`src/sv/cdt_pkg.sv`:
```
// cdt_pkg: shared types, codes and width constants for the countdown timer controller
// no dependencies; imported by cdt_step, countdown_timer_event_fsm_unit and the bench
`default_nettype none

package cdt_pkg;

    // widths of the time counters
    localparam int TIME_BITS  = 16;
    localparam int TOTAL_BITS = 24;

    // fixed field widths
    localparam int OP_BITS     = 3;
    localparam int PHASE_BITS  = 4;
    localparam int STATUS_BITS = 2;
    localparam int MODE_BITS   = 3;
    localparam int SHOWN_BITS  = 24;
    localparam int MSG_BITS    = 2;
    localparam int CFG_IDX_BITS  = 1;
    localparam int CFG_DATA_BITS = 4;

    // one minute step and the largest whole-minute set time
    localparam longint unsigned STEP_SECONDS = 60;
    localparam longint unsigned TIME_MAX_L   = (64'd1 << TIME_BITS) - 64'd1;
    localparam longint unsigned TIME_TOP_L   = (TIME_MAX_L / STEP_SECONDS) * STEP_SECONDS;
    localparam logic [TIME_BITS-1:0] TIME_STEP = TIME_BITS'(STEP_SECONDS);
    localparam logic [TIME_BITS-1:0] TIME_TOP  = TIME_BITS'(TIME_TOP_L);
    localparam logic [TIME_BITS-1:0] TIME_MAX  = '1;
    localparam logic [TOTAL_BITS-1:0] TOTAL_MAX = '1;

    // width of the total plus elapsed sum, one carry bit above the wider operand
    localparam int SUM_BITS = ((TIME_BITS > TOTAL_BITS) ? TIME_BITS : TOTAL_BITS) + 1;

    // mode codes
    localparam logic [MODE_BITS-1:0] MODE_IDLE  = 3'd0;
    localparam logic [MODE_BITS-1:0] MODE_SET   = 3'd1;
    localparam logic [MODE_BITS-1:0] MODE_RUN   = 3'd2;
    localparam logic [MODE_BITS-1:0] MODE_PAUSE = 3'd3;
    localparam logic [MODE_BITS-1:0] MODE_STATS = 3'd4;

    // event codes
    localparam logic [OP_BITS-1:0] OP_ENTRY      = 3'd0;
    localparam logic [OP_BITS-1:0] OP_EXIT       = 3'd1;
    localparam logic [OP_BITS-1:0] OP_INC        = 3'd2;
    localparam logic [OP_BITS-1:0] OP_DEC        = 3'd3;
    localparam logic [OP_BITS-1:0] OP_STARTPAUSE = 3'd4;
    localparam logic [OP_BITS-1:0] OP_ABORT      = 3'd5;
    localparam logic [OP_BITS-1:0] OP_TICK       = 3'd6;

    // status codes
    localparam logic [STATUS_BITS-1:0] ST_IGNORED    = 2'd0;
    localparam logic [STATUS_BITS-1:0] ST_HANDLED    = 2'd1;
    localparam logic [STATUS_BITS-1:0] ST_TRANSITION = 2'd2;

    // message codes
    localparam logic [MSG_BITS-1:0] MSG_NONE       = 2'd0;
    localparam logic [MSG_BITS-1:0] MSG_SET_TIME   = 2'd1;
    localparam logic [MSG_BITS-1:0] MSG_PAUSED     = 2'd2;
    localparam logic [MSG_BITS-1:0] MSG_PRODUCTIVE = 2'd3;

    // configuration register indexes
    localparam logic [CFG_IDX_BITS-1:0] CFG_BEEP_PHASE   = 1'd0;
    localparam logic [CFG_IDX_BITS-1:0] CFG_SECOND_PHASE = 1'd1;

    typedef struct packed {
        logic [MODE_BITS-1:0]  mode;
        logic [TIME_BITS-1:0]  set_seconds;
        logic [TIME_BITS-1:0]  run_seconds;
        logic [TOTAL_BITS-1:0] total_seconds;
    } t_state;

    typedef struct packed {
        logic [STATUS_BITS-1:0] status;
        logic [MODE_BITS-1:0]   state_now;
        logic                   show_time;
        logic [SHOWN_BITS-1:0]  time_shown;
        logic [MSG_BITS-1:0]    message_code;
        logic                   clear_display;
        logic                   beep;
    } t_result;

    typedef struct packed {
        logic [PHASE_BITS-1:0] beep_phase;
        logic [PHASE_BITS-1:0] second_phase;
    } t_cfg;

    // add one minute, held at the largest whole-minute value
    function automatic logic [TIME_BITS-1:0] add_minute(input logic [TIME_BITS-1:0] t);
        logic [TIME_BITS:0] sum;
        sum = {1'b0, t} + {1'b0, TIME_STEP};
        if (sum > {1'b0, TIME_TOP}) begin
            return TIME_TOP;
        end
        return sum[TIME_BITS-1:0];
    endfunction

endpackage

`default_nettype wire

```
`src/sv/cdt_step.sv`:
```
// cdt_step: event decode and state update for one event, purely combinational
// depends on cdt_pkg
`default_nettype none

module cdt_step (
    input  wire cdt_pkg::t_state            i_state,
    input  wire cdt_pkg::t_cfg              i_cfg,
    input  wire [cdt_pkg::OP_BITS-1:0]      i_op,
    input  wire [cdt_pkg::PHASE_BITS-1:0]   i_phase,
    output cdt_pkg::t_state                 o_state,
    output cdt_pkg::t_result                o_result
);
    import cdt_pkg::*;

    logic                  beep_tick;
    logic                  sec_tick;
    logic                  set_ge_step;
    logic [TIME_BITS-1:0]  set_inc;
    logic [TIME_BITS-1:0]  set_dec;
    logic [TIME_BITS-1:0]  set_count;
    logic [TIME_BITS-1:0]  run_count;
    logic [SUM_BITS-1:0]   total_sum;
    logic [TOTAL_BITS-1:0] total_sat;

    assign beep_tick   = (i_op == OP_TICK) && (i_phase == i_cfg.beep_phase);
    assign sec_tick    = (i_op == OP_TICK) && (i_phase == i_cfg.second_phase);
    assign set_ge_step = (i_state.set_seconds >= TIME_STEP);
    assign set_inc     = add_minute(i_state.set_seconds);
    assign set_dec     = i_state.set_seconds - TIME_STEP;
    // countdown holds at zero
    assign set_count   = (i_state.set_seconds != '0) ? i_state.set_seconds - 1'b1 : '0;
    assign run_count   = (i_state.run_seconds != TIME_MAX) ?
                         i_state.run_seconds + 1'b1 : TIME_MAX;
    assign total_sum   = SUM_BITS'(i_state.total_seconds) + SUM_BITS'(i_state.run_seconds);
    assign total_sat   = (total_sum > SUM_BITS'(TOTAL_MAX)) ?
                         TOTAL_MAX : total_sum[TOTAL_BITS-1:0];

    always_comb begin
        o_state                = i_state;
        o_result.status        = ST_IGNORED;
        o_result.show_time     = 1'b0;
        o_result.time_shown    = '0;
        o_result.message_code  = MSG_NONE;
        o_result.clear_display = 1'b0;
        o_result.beep          = 1'b0;

        unique case (i_state.mode)
            MODE_IDLE: begin
                priority if (i_op == OP_ENTRY) begin
                    o_state.set_seconds   = '0;
                    o_state.run_seconds   = '0;
                    o_result.show_time    = 1'b1;
                    o_result.message_code = MSG_SET_TIME;
                    o_result.status       = ST_HANDLED;
                end else if (i_op == OP_EXIT) begin
                    o_result.clear_display = 1'b1;
                    o_result.status        = ST_HANDLED;
                end else if (i_op == OP_INC) begin
                    o_state.set_seconds = set_inc;
                    o_state.mode        = MODE_SET;
                    o_result.status     = ST_TRANSITION;
                end else if (i_op == OP_STARTPAUSE) begin
                    o_state.mode    = MODE_STATS;
                    o_result.status = ST_TRANSITION;
                end else if (beep_tick) begin
                    o_result.beep   = 1'b1;
                    o_result.status = ST_HANDLED;
                end else begin
                end
            end
            MODE_SET: begin
                priority if (i_op == OP_ENTRY) begin
                    o_result.show_time  = 1'b1;
                    o_result.time_shown = SHOWN_BITS'(i_state.set_seconds);
                    o_result.status     = ST_HANDLED;
                end else if (i_op == OP_EXIT) begin
                    o_result.clear_display = 1'b1;
                    o_result.status        = ST_HANDLED;
                end else if (i_op == OP_INC) begin
                    o_state.set_seconds = set_inc;
                    o_result.show_time  = 1'b1;
                    o_result.time_shown = SHOWN_BITS'(set_inc);
                    o_result.status     = ST_HANDLED;
                end else if (i_op == OP_DEC && set_ge_step) begin
                    o_state.set_seconds = set_dec;
                    o_result.show_time  = 1'b1;
                    o_result.time_shown = SHOWN_BITS'(set_dec);
                    o_result.status     = ST_HANDLED;
                end else if (i_op == OP_STARTPAUSE && set_ge_step) begin
                    o_state.mode    = MODE_RUN;
                    o_result.status = ST_TRANSITION;
                end else if (i_op == OP_ABORT) begin
                    o_state.mode    = MODE_IDLE;
                    o_result.status = ST_TRANSITION;
                end else begin
                end
            end
            MODE_RUN: begin
                priority if (i_op == OP_EXIT) begin
                    o_state.total_seconds = total_sat;
                    o_state.run_seconds   = '0;
                    o_result.status       = ST_HANDLED;
                end else if (i_op == OP_STARTPAUSE) begin
                    o_state.mode    = MODE_PAUSE;
                    o_result.status = ST_TRANSITION;
                end else if (sec_tick) begin
                    o_state.set_seconds = set_count;
                    o_state.run_seconds = run_count;
                    o_result.show_time  = 1'b1;
                    o_result.time_shown = SHOWN_BITS'(set_count);
                    if (set_count == '0) begin
                        o_state.mode    = MODE_IDLE;
                        o_result.status = ST_TRANSITION;
                    end else begin
                        o_result.status = ST_HANDLED;
                    end
                end else begin
                end
            end
            MODE_PAUSE: begin
                priority if (i_op == OP_ENTRY) begin
                    o_result.message_code = MSG_PAUSED;
                    o_result.status       = ST_HANDLED;
                end else if (i_op == OP_EXIT) begin
                    o_result.clear_display = 1'b1;
                    o_result.status        = ST_HANDLED;
                end else if (i_op == OP_INC) begin
                    o_state.set_seconds = set_inc;
                    o_state.mode        = MODE_SET;
                    o_result.status     = ST_TRANSITION;
                end else if (i_op == OP_DEC && set_ge_step) begin
                    o_state.set_seconds = set_dec;
                    o_state.mode        = MODE_SET;
                    o_result.status     = ST_TRANSITION;
                end else if (i_op == OP_STARTPAUSE) begin
                    o_state.mode    = MODE_RUN;
                    o_result.status = ST_TRANSITION;
                end else if (i_op == OP_ABORT) begin
                    o_state.mode    = MODE_IDLE;
                    o_result.status = ST_TRANSITION;
                end else begin
                end
            end
            MODE_STATS: begin
                priority if (i_op == OP_ENTRY) begin
                    o_result.show_time    = 1'b1;
                    o_result.time_shown   = SHOWN_BITS'(i_state.total_seconds);
                    o_result.message_code = MSG_PRODUCTIVE;
                    o_result.status       = ST_HANDLED;
                end else if (i_op == OP_EXIT) begin
                    o_result.clear_display = 1'b1;
                    o_result.status        = ST_HANDLED;
                end else if (sec_tick) begin
                    o_state.mode    = MODE_IDLE;
                    o_result.status = ST_TRANSITION;
                end else begin
                end
            end
            default: begin
                // unused mode codes: ignore everything, hold the mode
            end
        endcase

        o_result.state_now = o_state.mode;
    end

endmodule

`default_nettype wire

```
`src/sv/countdown_timer_event_fsm_unit.sv`:
```
// countdown_timer_event_fsm_unit: top level of the countdown timer controller
// depends on cdt_pkg and cdt_step
//
// One event in, one result out. An accepted event lands in an input register; once the
// input register moves on, cdt_step decodes it against the current mode and counters,
// the counters update and the result is written to the output register. A new event
// is taken every cycle while the input is not stalled. The output register decouples
// the two sides: an event can be accepted while the previous result waits, and only a
// stalled, full output register with a full input register holds the input off. The
// beep and second phases are written through the plain register port and should only
// change while no event is in flight.
`default_nettype none

module countdown_timer_event_fsm_unit (
    input  wire                                  i_clk,
    input  wire                                  i_rst_n,

    // configuration writes
    input  wire                                  i_cfg_we,
    input  wire [cdt_pkg::CFG_IDX_BITS-1:0]      i_cfg_index,
    input  wire [cdt_pkg::CFG_DATA_BITS-1:0]     i_cfg_data,

    // event channel
    input  wire                                  i_in_valid,
    output logic                                 o_in_stall,
    input  wire [cdt_pkg::OP_BITS-1:0]           i_operation,
    input  wire [cdt_pkg::PHASE_BITS-1:0]        i_tick_phase,

    // result channel
    output logic                                 o_out_valid,
    input  wire                                  i_out_stall,
    output logic [cdt_pkg::STATUS_BITS-1:0]      o_status,
    output logic [cdt_pkg::MODE_BITS-1:0]        o_state_now,
    output logic                                 o_show_time,
    output logic [cdt_pkg::SHOWN_BITS-1:0]       o_time_shown,
    output logic [cdt_pkg::MSG_BITS-1:0]         o_message_code,
    output logic                                 o_clear_display,
    output logic                                 o_beep
);
    import cdt_pkg::*;

    // configuration registers
    t_cfg                  r_cfg;

    // input register
    logic                  r_in_valid;
    logic [OP_BITS-1:0]    r_in_op;
    logic [PHASE_BITS-1:0] r_in_phase;

    // controller state
    t_state                r_state;
    t_state                n_state;

    // output register
    logic                  r_out_valid;
    t_result               r_out;
    t_result               n_out;

    logic                  advance;
    logic                  in_xfer;

    // the input register moves on when the output register is empty or being taken
    assign advance    = !r_out_valid || !i_out_stall;
    assign o_in_stall = r_in_valid && !advance;
    assign in_xfer    = i_in_valid && !o_in_stall;

    cdt_step u_step (
        .i_state  (r_state),
        .i_cfg    (r_cfg),
        .i_op     (r_in_op),
        .i_phase  (r_in_phase),
        .o_state  (n_state),
        .o_result (n_out)
    );

    // configuration, beep and second phases
    always_ff @(posedge i_clk) begin
        if (!i_rst_n) begin
            r_cfg.beep_phase   <= 4'd5;
            r_cfg.second_phase <= 4'd10;
        end else if (i_cfg_we) begin
            unique case (i_cfg_index)
                CFG_BEEP_PHASE:   r_cfg.beep_phase   <= i_cfg_data;
                CFG_SECOND_PHASE: r_cfg.second_phase <= i_cfg_data;
                default: begin
                end
            endcase
        end
    end

    // input register valid
    always_ff @(posedge i_clk) begin
        if (!i_rst_n) begin
            r_in_valid <= 1'b0;
        end else if (in_xfer) begin
            r_in_valid <= 1'b1;
        end else if (advance) begin
            r_in_valid <= 1'b0;
        end
    end

    // input payload, captured on each transfer
    always_ff @(posedge i_clk) begin
        if (in_xfer) begin
            r_in_op    <= i_operation;
            r_in_phase <= i_tick_phase;
        end
    end

    // mode and counters update as the event moves into the output register
    always_ff @(posedge i_clk) begin
        if (!i_rst_n) begin
            r_state.mode          <= MODE_IDLE;
            r_state.set_seconds   <= '0;
            r_state.run_seconds   <= '0;
            r_state.total_seconds <= '0;
        end else if (r_in_valid && advance) begin
            r_state <= n_state;
        end
    end

    // output register valid
    always_ff @(posedge i_clk) begin
        if (!i_rst_n) begin
            r_out_valid <= 1'b0;
        end else if (advance) begin
            r_out_valid <= r_in_valid;
        end
    end

    // output payload
    always_ff @(posedge i_clk) begin
        if (r_in_valid && advance) begin
            r_out <= n_out;
        end
    end

    assign o_out_valid     = r_out_valid;
    assign o_status        = r_out.status;
    assign o_state_now     = r_out.state_now;
    assign o_show_time     = r_out.show_time;
    assign o_time_shown    = r_out.time_shown;
    assign o_message_code  = r_out.message_code;
    assign o_clear_display = r_out.clear_display;
    assign o_beep          = r_out.beep;

endmodule

`default_nettype wire

```
`config.mk`:
```
export PLATFORM = sky130hd
export DESIGN_NAME = countdown_timer_event_fsm_unit
export DESIGN_NICKNAME = d
export VERILOG_FILES = /design/src/sv/cdt_pkg.sv /design/src/sv/cdt_step.sv /design/src/sv/countdown_timer_event_fsm_unit.sv
export SDC_FILE = /design/constraint.sdc
export NUM_CORES = 1
export LEC_CHECK = 0
export BUFFER_PORTS_ARGS = -buffer_cell sky130_fd_sc_hd__clkbuf_2
export CAP_MARGIN = 25
export CORE_UTILIZATION = 26
export CTS_CLUSTER_DIAMETER = 150
export DETAILED_ROUTE_END_ITERATION = 12
export PLACE_DENSITY_LB_ADDON = 0.15
export SLEW_MARGIN = 0
export SYNTH_ARGS = -nofsm -noshare
export SYNTH_HDL_FRONTEND = slang
export SYNTH_SLANG_ARGS = --single-unit
```
`constraint.sdc`:
```
create_clock -name i_clk -period 4.5 [get_ports i_clk]
set_input_delay 0.9 -clock i_clk [delete_from_list [all_inputs] [get_ports i_clk]]
set_output_delay 0.9 -clock i_clk [all_outputs]
set_load 0.01 [all_outputs]
```
### Yosys cells after proc, flatten, opt, wreduce, memory -nomap -nowiden

Cells that the tools add are included.

| storage, ports and cells | value |
|---|---|
| register bits | 110 |
| bits in latches | 0 |
| bits in writable memories | 0 |
| ROM bits | 0 |
| input bits | 17 |
| memories | 0 |

| operators by class | value |
|---|---|
| add/subtract/negate cells | 5 |
| $mul | 0 |
| divide/modulo/power cells | 0 |
| $lt $le $gt $ge | 3 |
| eq/ne operators | 25 |
| shift operators | 0 |
| multiplexer cells | 86 |
| bitwise operators | 2 |
| reduce and logical (&&, ||, !) cells | 26 |

Operator list:

| cell | number |
|---|---|
| $mux 25 | 7 |
| $mux 16 | 10 |
| $mux 19 | 7 |
| $pmux 24 s3 | 1 |
| $pmux 16 s4 | 1 |
| $mux 2 | 24 |
| $mux 3 | 14 |
| $mux 35 | 1 |
| $mux 32 | 1 |
| $pmux 16 s2 | 1 |
| $mux 27 | 1 |
| $add 24x16->25 | 1 |
| $gt 25x24->1 const B | 1 |
| $mux 24 | 1 |
| $add 16x6->17 const B | 1 |
| $gt 17x16->1 const B | 1 |
| $add 16x1->16 const B | 1 |
| $ge 16x6->1 const B | 1 |
| $logic_not 16->1 | 1 |
| $ne 16x16->1 const B | 1 |
| $reduce_bool 16->1 | 1 |
| $sub 16x1->16 const B | 1 |
| $sub 16x6->16 const B | 1 |
| $pmux 3 s5 | 1 |
| 27 further kinds | 66 |

### Depth between registers and ports, before layout

Gate-level depths: netlist (run 1).

| depth | value |
|---|---|
| depth after elaboration | 8 |
| mapped depth | 12 |
| mapped depth without buffers | 10 |

### By module

A second synthesis (run 1) with hierarchy kept.

| second synthesis, totals | value |
|---|---|
| cell total of the unflattened synthesis | 1,143 |
| area total of the unflattened synthesis | 8,744.6 um^2 |

By module, submodules not included:

| module | times used | cells each | area an instance (um^2) | seq. area each (um^2) |
|---|---|---|---|---|
| cdt_step | 1 | 800 | 4,942.2 | 0.0 |
| countdown_timer_event_fsm_unit | 1 | 343 | 3,802.4 | 2,612.5 |

### Worst setup path before layout (run 1)

OpenSTA, ideal clock, no wires.

| timing | value |
|---|---|
| path kind | reg-to-reg |
| from | register r_state[42] (netlist name) |
| to | register r_out (netlist bit o_time_shown[2]), data pin |
| arrival | 2,746 ps |
| path slack | 1,491 ps |
| cell stages (with the launch flop) | 12 |
| buffers on the path | 2 |
| period minus slack after synthesis | 3,009 ps |
| path through | dfxtp_1 -> clkbuf_1 -> inv_1 -> ha_1 -> or3b_1 -> or3_1 -> o221ai_1 -> a41o_1 -> a21oi_2 -> buf_2 -> a221oi_1 -> o21ai_1 |

RTL lines:

| what | RTL line | RTL |
|---|---|---|
| from (decl) | countdown_timer_event_fsm_unit.sv:51 | `t_state r_state;` |
| from (signal assigned) | countdown_timer_event_fsm_unit.sv:118 | `r_state <= n_state;` |
| to (signal assigned) | countdown_timer_event_fsm_unit.sv:134 | `r_out <= n_out;` |
| to (decl) | countdown_timer_event_fsm_unit.sv:56 | `t_result r_out;` |

==> results of run 1 <==
logic make-up (layout without fill, tap and decap cells):
kind of cell / Yosys count / after routing
buf+inv: 93 / 124
fa+ha+maj: 24 / 24
xor+xnor: 57 / 57
mux: 7 / 7
compound gates: 310 / 310
flops: 110 / 110
simple gates: 361 / 361
flip-flops by register name (all words and copies together), names as in the netlist:
name / count
r_state: 59
o_time_shown: 24
r_cfg: 8
r_in_phase: 4
o_state_now: 3
r_in_op: 3
o_message_code: 2
o_status: 2
o_beep: 1
o_clear_display: 1
o_out_valid: 1
o_show_time: 1
r_in_valid: 1
layout make-up:
cell class | instances | area (sq um)
flip-flops and latches | 110 | 2613
repair buffers | 85 | 505.5
multi-input cells | 759 | 4738
inverters | 23 | 86.33
well taps | 384 | 480.5
clock buffers | 10 | 239.0
clock inverters | 6 | 73.82
fillers | 3174 | 20280
final timing paths:
check                    from         endpoint  slack, ps  depth (start not counted)
setup / recovery  r_state[43]  o_time_shown[5]        910                         11
hold reg to reg      r_cfg[2]         r_cfg[2]        470                          2
setup reg to reg  r_state[43]  o_time_shown[5]        910                         11
hold / removal       r_cfg[2]         r_cfg[2]        470                          2
placed cells by master, fill, tap and decap left out, types with 24 or more instances in the layout:
cell type  instances
clkbuf_2          52
o21ai_0           76
xor2_1            24
a21oi_1           82
nand3_1           38
edfxtp_1          41
buf_4             32
xnor2_1           33
dfxtp_1           69
nand2_1           78
nor2_1           101
nor3_1            25
metrics by stage:
stage / setup WS [ps] / hold slack (ps) / utilization, % / total power [uW] / area, sq um
5_1_grt: 687.5 / 496.9 / 30.11 / 2407 / 8736
4_1_cts: 737.3 / 472.9 / 30.07 / 2344 / 8723
2_1_floorplan: 1491 / 441.2 / - / 1332 / 7739
3_3_place_gp: 837.3 / 457.8 / 28.99 / 1447 / 8411
3_5_place_dp: 749.1 / 461.8 / 28.99 / 1443 / 8411
6_report: 913.9 / 469.6 / 30.11 / 2313 / 8736
worst min-delay path: cells and delay by family, from the launching register on:
kind               cells  cell delay, ps
AOI/OAI and AO/OA      1              50
and+or+nand+nor        1              50
DFF                    1             320
metal layers:
metal | wire, um | global-route usage (%) | vias up
met2 | 13120 | 30.16 | 227
met4 | 463 | 4.565 | 0
met1 | 12910 | 25.02 | 3635
li1 | - | - | 3627
met5 | 0 | 0 | -
met3 | 1559 | 3.040 | 31
power breakdown:
part | switching [uW] | total [uW] | internal, uW
combinational | 214 | 335 | 122
clock | 428 | 886 | 458
sequential | 34.0 | 1090 | 1060
total | 676 | 2310 | 1640
==> impl_results.md, run 1 <==
* Max Cap Violations at 0
* Top post-synthesis cells by count: nor2_1, a21oi_1, nand2_1, o21ai_0, dfxtp_1
* Total gr overflow at 0
* Share of synthesized area occupied by flip-flops and latches at 33.76%
* Run status: complete, no violations
* CTS Root Cell: clkbuf_16
* Crit path required time at 4610 ps
* Critical path fanouts, max at 17
* Yosys warning total at 0
* Gpl congestion at 0.9180
* CTS tree: done
* Post-cts hold buffer count at 0
* Final ANT Viol Nets at 0
* Post-synth ARST share at 0%
* Unrepaired setup endpoints after global routing: no
* Final count of hold timing violations at 0
* Element type at the critical path start: register
* Crit path max-delay cell type: dfxtp_1
* Routed length per instance at 20.37 um
* Share of synthesized cell area in full adder, half adder and majority cells at 3.977%
* Final Slew Violations at 0
* Slew headroom at 37.52%
* Static Leakage at 0.003264 uW
* Placed Cells at 1,359
* Maximum number of pins on one net before global-route repair at 38
* Post-Synthesis Mean Instance Area at 8.044 sq um
* Synthesized-area fraction occupied by and/or/nand/nor cells at 23.44%
* Overall via count from detail_route at 7,520
* Worst-case clock skew at 9.435 ps
* Htree depth at 3
* TritonCTS sink count at 110
* Critical Path, Cell by Cell: inv_1 -> ha_1 -> nor3b_1 -> buf_2 -> a211oi_1 -> o221ai_1 -> a41o_1 -> a21oi_2 -> buf_4 -> a311o_1 -> nand4_1
* Number of diodes at 0
* Library cell occupying the most area in the post-synthesis netlist: dfxtp_1
* Complex-gate fraction of the synthesized area at 26.37%
* Clock latency reported for the late side of the worst-skew pair at 370 ps
* Nets in the synthesized netlist at 1,003
* CTS-repair resized insts at 0
* Buffers inserted during post-CTS setup optimization at 0
* Clock-pin slew reported for the worst setup and hold paths after clock tree synthesis at 80 ps
* Relative area change from synthesis to final layout at 12.89%
* Post-route DRC violation count at 0
* Xor and xnor area share after synthesis at 6.451%
* Number of vias per cell after detailed routing at 5.461
* Type of the worst min-delay path: register to register
* Dominant combinational cell family by area after synthesis: compound AO/OA/AOI/OAI gates
* Worst vdd ir at 0.1451 mV
* Netlist area before placement at 7739 sq um
* Achievable frequency at 278.9 MHz
* Antenna violations before repair at 0
* Die Y-Extent at 174.5 um
* Arrival @ worst endpoint at 3700 ps
* Detailed-route wire length at 28,050 um
* Critical path class: register to register
* Flip-flop and latch count after synthesis at 110
* Finish-stage setup viols at 0
* Ports placed on the boundary at 53
* Dominant register cell in the synthesized netlist: dfxtp_1
* Dominant cell by count in the synthesized netlist: nor2_1
* Non-filler instance count after layout at 1,377
* Category of the worst setup path capture point: register
* Fin crit period at 3586 ps
* Post-layout net count at 1,029
* Via count of the first global-routing pass at 7,009
* Clk buf depth at 2
* Count of distinct cell types in the synthesized netlist at 86
* TritonRoute pass-1 iters at 8
* Die width at 174.5 um
* Core Box Area at 29,010 sq um
* First-pass GRT wire length at 43,180 um
* EDFF count, synth at 41
* All-Layer GR Usage at 18.41%
* Final worst path period share at 79.69%
* Detailed placer's ending HPWL at 20,140 um
* Accumulated negative setup slack at 0 ps
* Number of standard cells after synthesis at 962
* Worst slew pin tran at 933.0 ps
* Violation count after the first detailed-route iteration at 668
* Most area-consuming cells after synthesis: dfxtp_1, edfxtp_1, a21oi_1, o21ai_0, nor2_1
* Power per standard cell area at 264.7 nW/um^2
* Share of post-route cells with drive strength above 1 at 12.79%
* Buffers on Ports at 52
* Critical path's largest stage delay at 690 ps
* TritonCTS Buffers at 9
* Initial cell density of the core at 26.67%
* Share of synthesized area spent on multiplexers at 0.9216%
* Cell class contributing the biggest share of worst-path delay: compound AO/OA/AOI/OAI gates
* Buffering stage count on the worst path with inverters included at 3
* Die ar. at 30,460 sq um
* Top cell type's share of synthesized area at 17.85%
* Row cnt at 62
Note: power is estimated with default switching activity, not from simulation.
==> run 2: changes to the inputs <==
- clock period: 4.5 -> 2.9 ns (I/O delays scaled with it)
==> run 2 against run 1 <==
Non-clock buffer count is 80 higher. Maximum frequency is 27% higher. Via count is 5.3% higher. Combinational power is 88% higher. Flip-flop and latch count stayed put. Die area stayed put. Cell area is 7.7% higher. Clock power is 53% higher. Critical path depth is 2 lower. Clock skew is 11 ps higher. Sequential share of layout area is 2.1 points lower. Critical path type unchanged.
==> impl_results.md, run 2 (same netlist as run 1, synthesis figures left out) <==
* Hold Slack at 373.6 ps
* Final worst path period share at 97.33%
* Die ar. at 30,460 sq um
* Unrepaired setup endpoints after global routing: yes
* All-Layer GR Usage at 19.41%
* Finish-stage setup viols at 0
* Top library cells by usage in the layout, fill and taps aside: buf_4, nor2_1, a21oi_1, nand2_1, o21ai_0
* Critical path fanouts, max at 11
* Arrival @ worst endpoint at 2960 ps
* Relative area change from synthesis to final layout at 21.62%
* Clock network fraction of design power at 37.1%
* Detailed placer's ending HPWL at 22,320 um
* Final Cell Area at 9412 sq um
* Worst-case clock skew at 20.13 ps
* Worst path setup slack after routing at 77.48 ps
* Total gr overflow at 0
* Number of vias per cell after detailed routing at 5.434
* CTS tree: done
* Share of post-route cells with drive strength above 1 at 19.94%
* Placed Cells at 1,441
* Via count of the first global-routing pass at 7,447
* TritonCTS sink count at 110
* Ports placed on the boundary at 53
* Max Cap Violations at 0
* Final count of hold timing violations at 0
* Buffers on Ports at 52
* Number of diodes at 0
* Power per standard cell area at 388.8 nW/um^2
* Clock latency reported for the late side of the worst-skew pair at 380 ps
* Die width at 174.5 um
* Post-layout net count at 1,109
* Most flop-heavy register: r_state
* Gpl congestion at 0.9605
* Fin crit period at 2823 ps
* Internal power summed over all cells at 2510 uW
* Comb power frac at 17.2%
* Core Box Area at 29,010 sq um
* Final ANT Viol Nets at 0
* Detailed-route wire length at 29,670 um
* Slew headroom at 54.83%
* Overall power of the completed layout at 3660 uW
* Type of the worst min-delay path: input port to register
* CTS Root Cell: clkbuf_16
* Row cnt at 62
* Final Slew Violations at 0
* Category of the worst setup path capture point: register
* Die Y-Extent at 174.5 um
* Placed Instance Area at 9091 sq um
* Antenna violations before repair at 0
* Critical path class: register to register
* Clk buf depth at 2
* Crit path required time at 3040 ps
* Maximum number of pins on one net before global-route repair at 37
* Non-filler instance count after layout at 1,457
* Clock-pin slew reported for the worst setup and hold paths after clock tree synthesis at 90 ps
* Worst slew pin tran at 675.0 ps
* Element type at the critical path start: register
* Violation count after the first detailed-route iteration at 723
* Static Leakage at 0.003667 uW
* Initial cell density of the core at 26.67%
* Most common cell after layout, fill and taps aside: buf_4
* Post-route DRC violation count at 0
* TritonRoute pass-1 iters at 6
* Max reg flops at 59
* First-pass GRT wire length at 45,240 um
* Overall via count from detail_route at 7,918
* Routed length per instance at 20.36 um
* Sw Ratio at 31.43%
* Buffers inserted during post-CTS setup optimization at 0
* Switch Pwr at 1150 uW
* Setup slack of the worst register-to-register path at 80 ps
* TritonCTS Buffers at 9
* Worst vdd ir at 0.3695 mV
* Pre-CTS worst setup slack at 78.62 ps
* Achievable frequency at 354.3 MHz
* Power share of the sequential group at 45.7%
* Run status: complete, no violations
* Htree depth at 3
==> run 2: changes by cell type in the layout (fill, tap and decap cells not counted), sizes merged <==
cell      delta
inv          -1
buf         +80
clkbuf       -1
clkinv       +2
bufinv       -1
clkinvlp     +1
==> run 2: cell type report <==
class	instances	area (sq um)
fill	3163	19600
multi-input combinational	759	4775
sequential	110	2614
timing repair buffer	165	1159
tap	384	480.5
clock buffer	9	225.2
inverter	23	86.33
clock inverter	7	72.57
==> run 2: critical path, cell delays in order (launching register included) <==
cell and delay, ps:
dfxtp_1 420, buf_4 230, or3b_4 450, or3_1 360
o221ai_1 180, a41o_1 230, buf_4 150, and2_1 310
or4_1 180, nand3_1 70
==> run 2: what timing repair did <==
action                                  in CTS  in global routing
hold buffers                                 0                  0
endpoints found under the setup margin       0                 20
hold endpoints to repair                     0                  0
gates resized for setup                      0                  6
==> run 2: per-layer routing <==
layer  vias up  part of all wire [%]  GRT usage [%]
met5         -                     0              0
met4         0                   1.6          5.435
met3        34                   4.8          2.472
met2       250                    46          30.79
met1      3830                    47          27.42
li1       3804                     -              -
==> run 2: worst paths after layout <==
kind                                 startpoint         endpoint  cells after the start
worst max-delay path                r_state[44]  o_time_shown[3]                      9
worst min-delay path            i_tick_phase[1]    r_in_phase[1]                      1
worst max register to register      r_state[44]  o_time_shown[3]                      9
worst min register to register         r_cfg[0]         r_cfg[0]                      2
==> run 2: power groups by stage <==
stage | clock [uW] | combinational, uW | sequential, uW
after floorplan | 0 | 365 | 1710
after global placement | 0 | 627 | 1710
after detailed placement | 0 | 618 | 1710
after CTS | 1380 | 621 | 1670
after global routing | 1440 | 672 | 1680
final | 1360 | 629 | 1670
==> run 2: stage by stage <==
stage                     setup TNS [ps]  utilization [%]
final                                  0            32.44
after global routing              -29.21            32.44
after CTS                              0            32.36
after detailed placement               0            31.34
after global placement                 0            31.34
after floorplan                        0                -
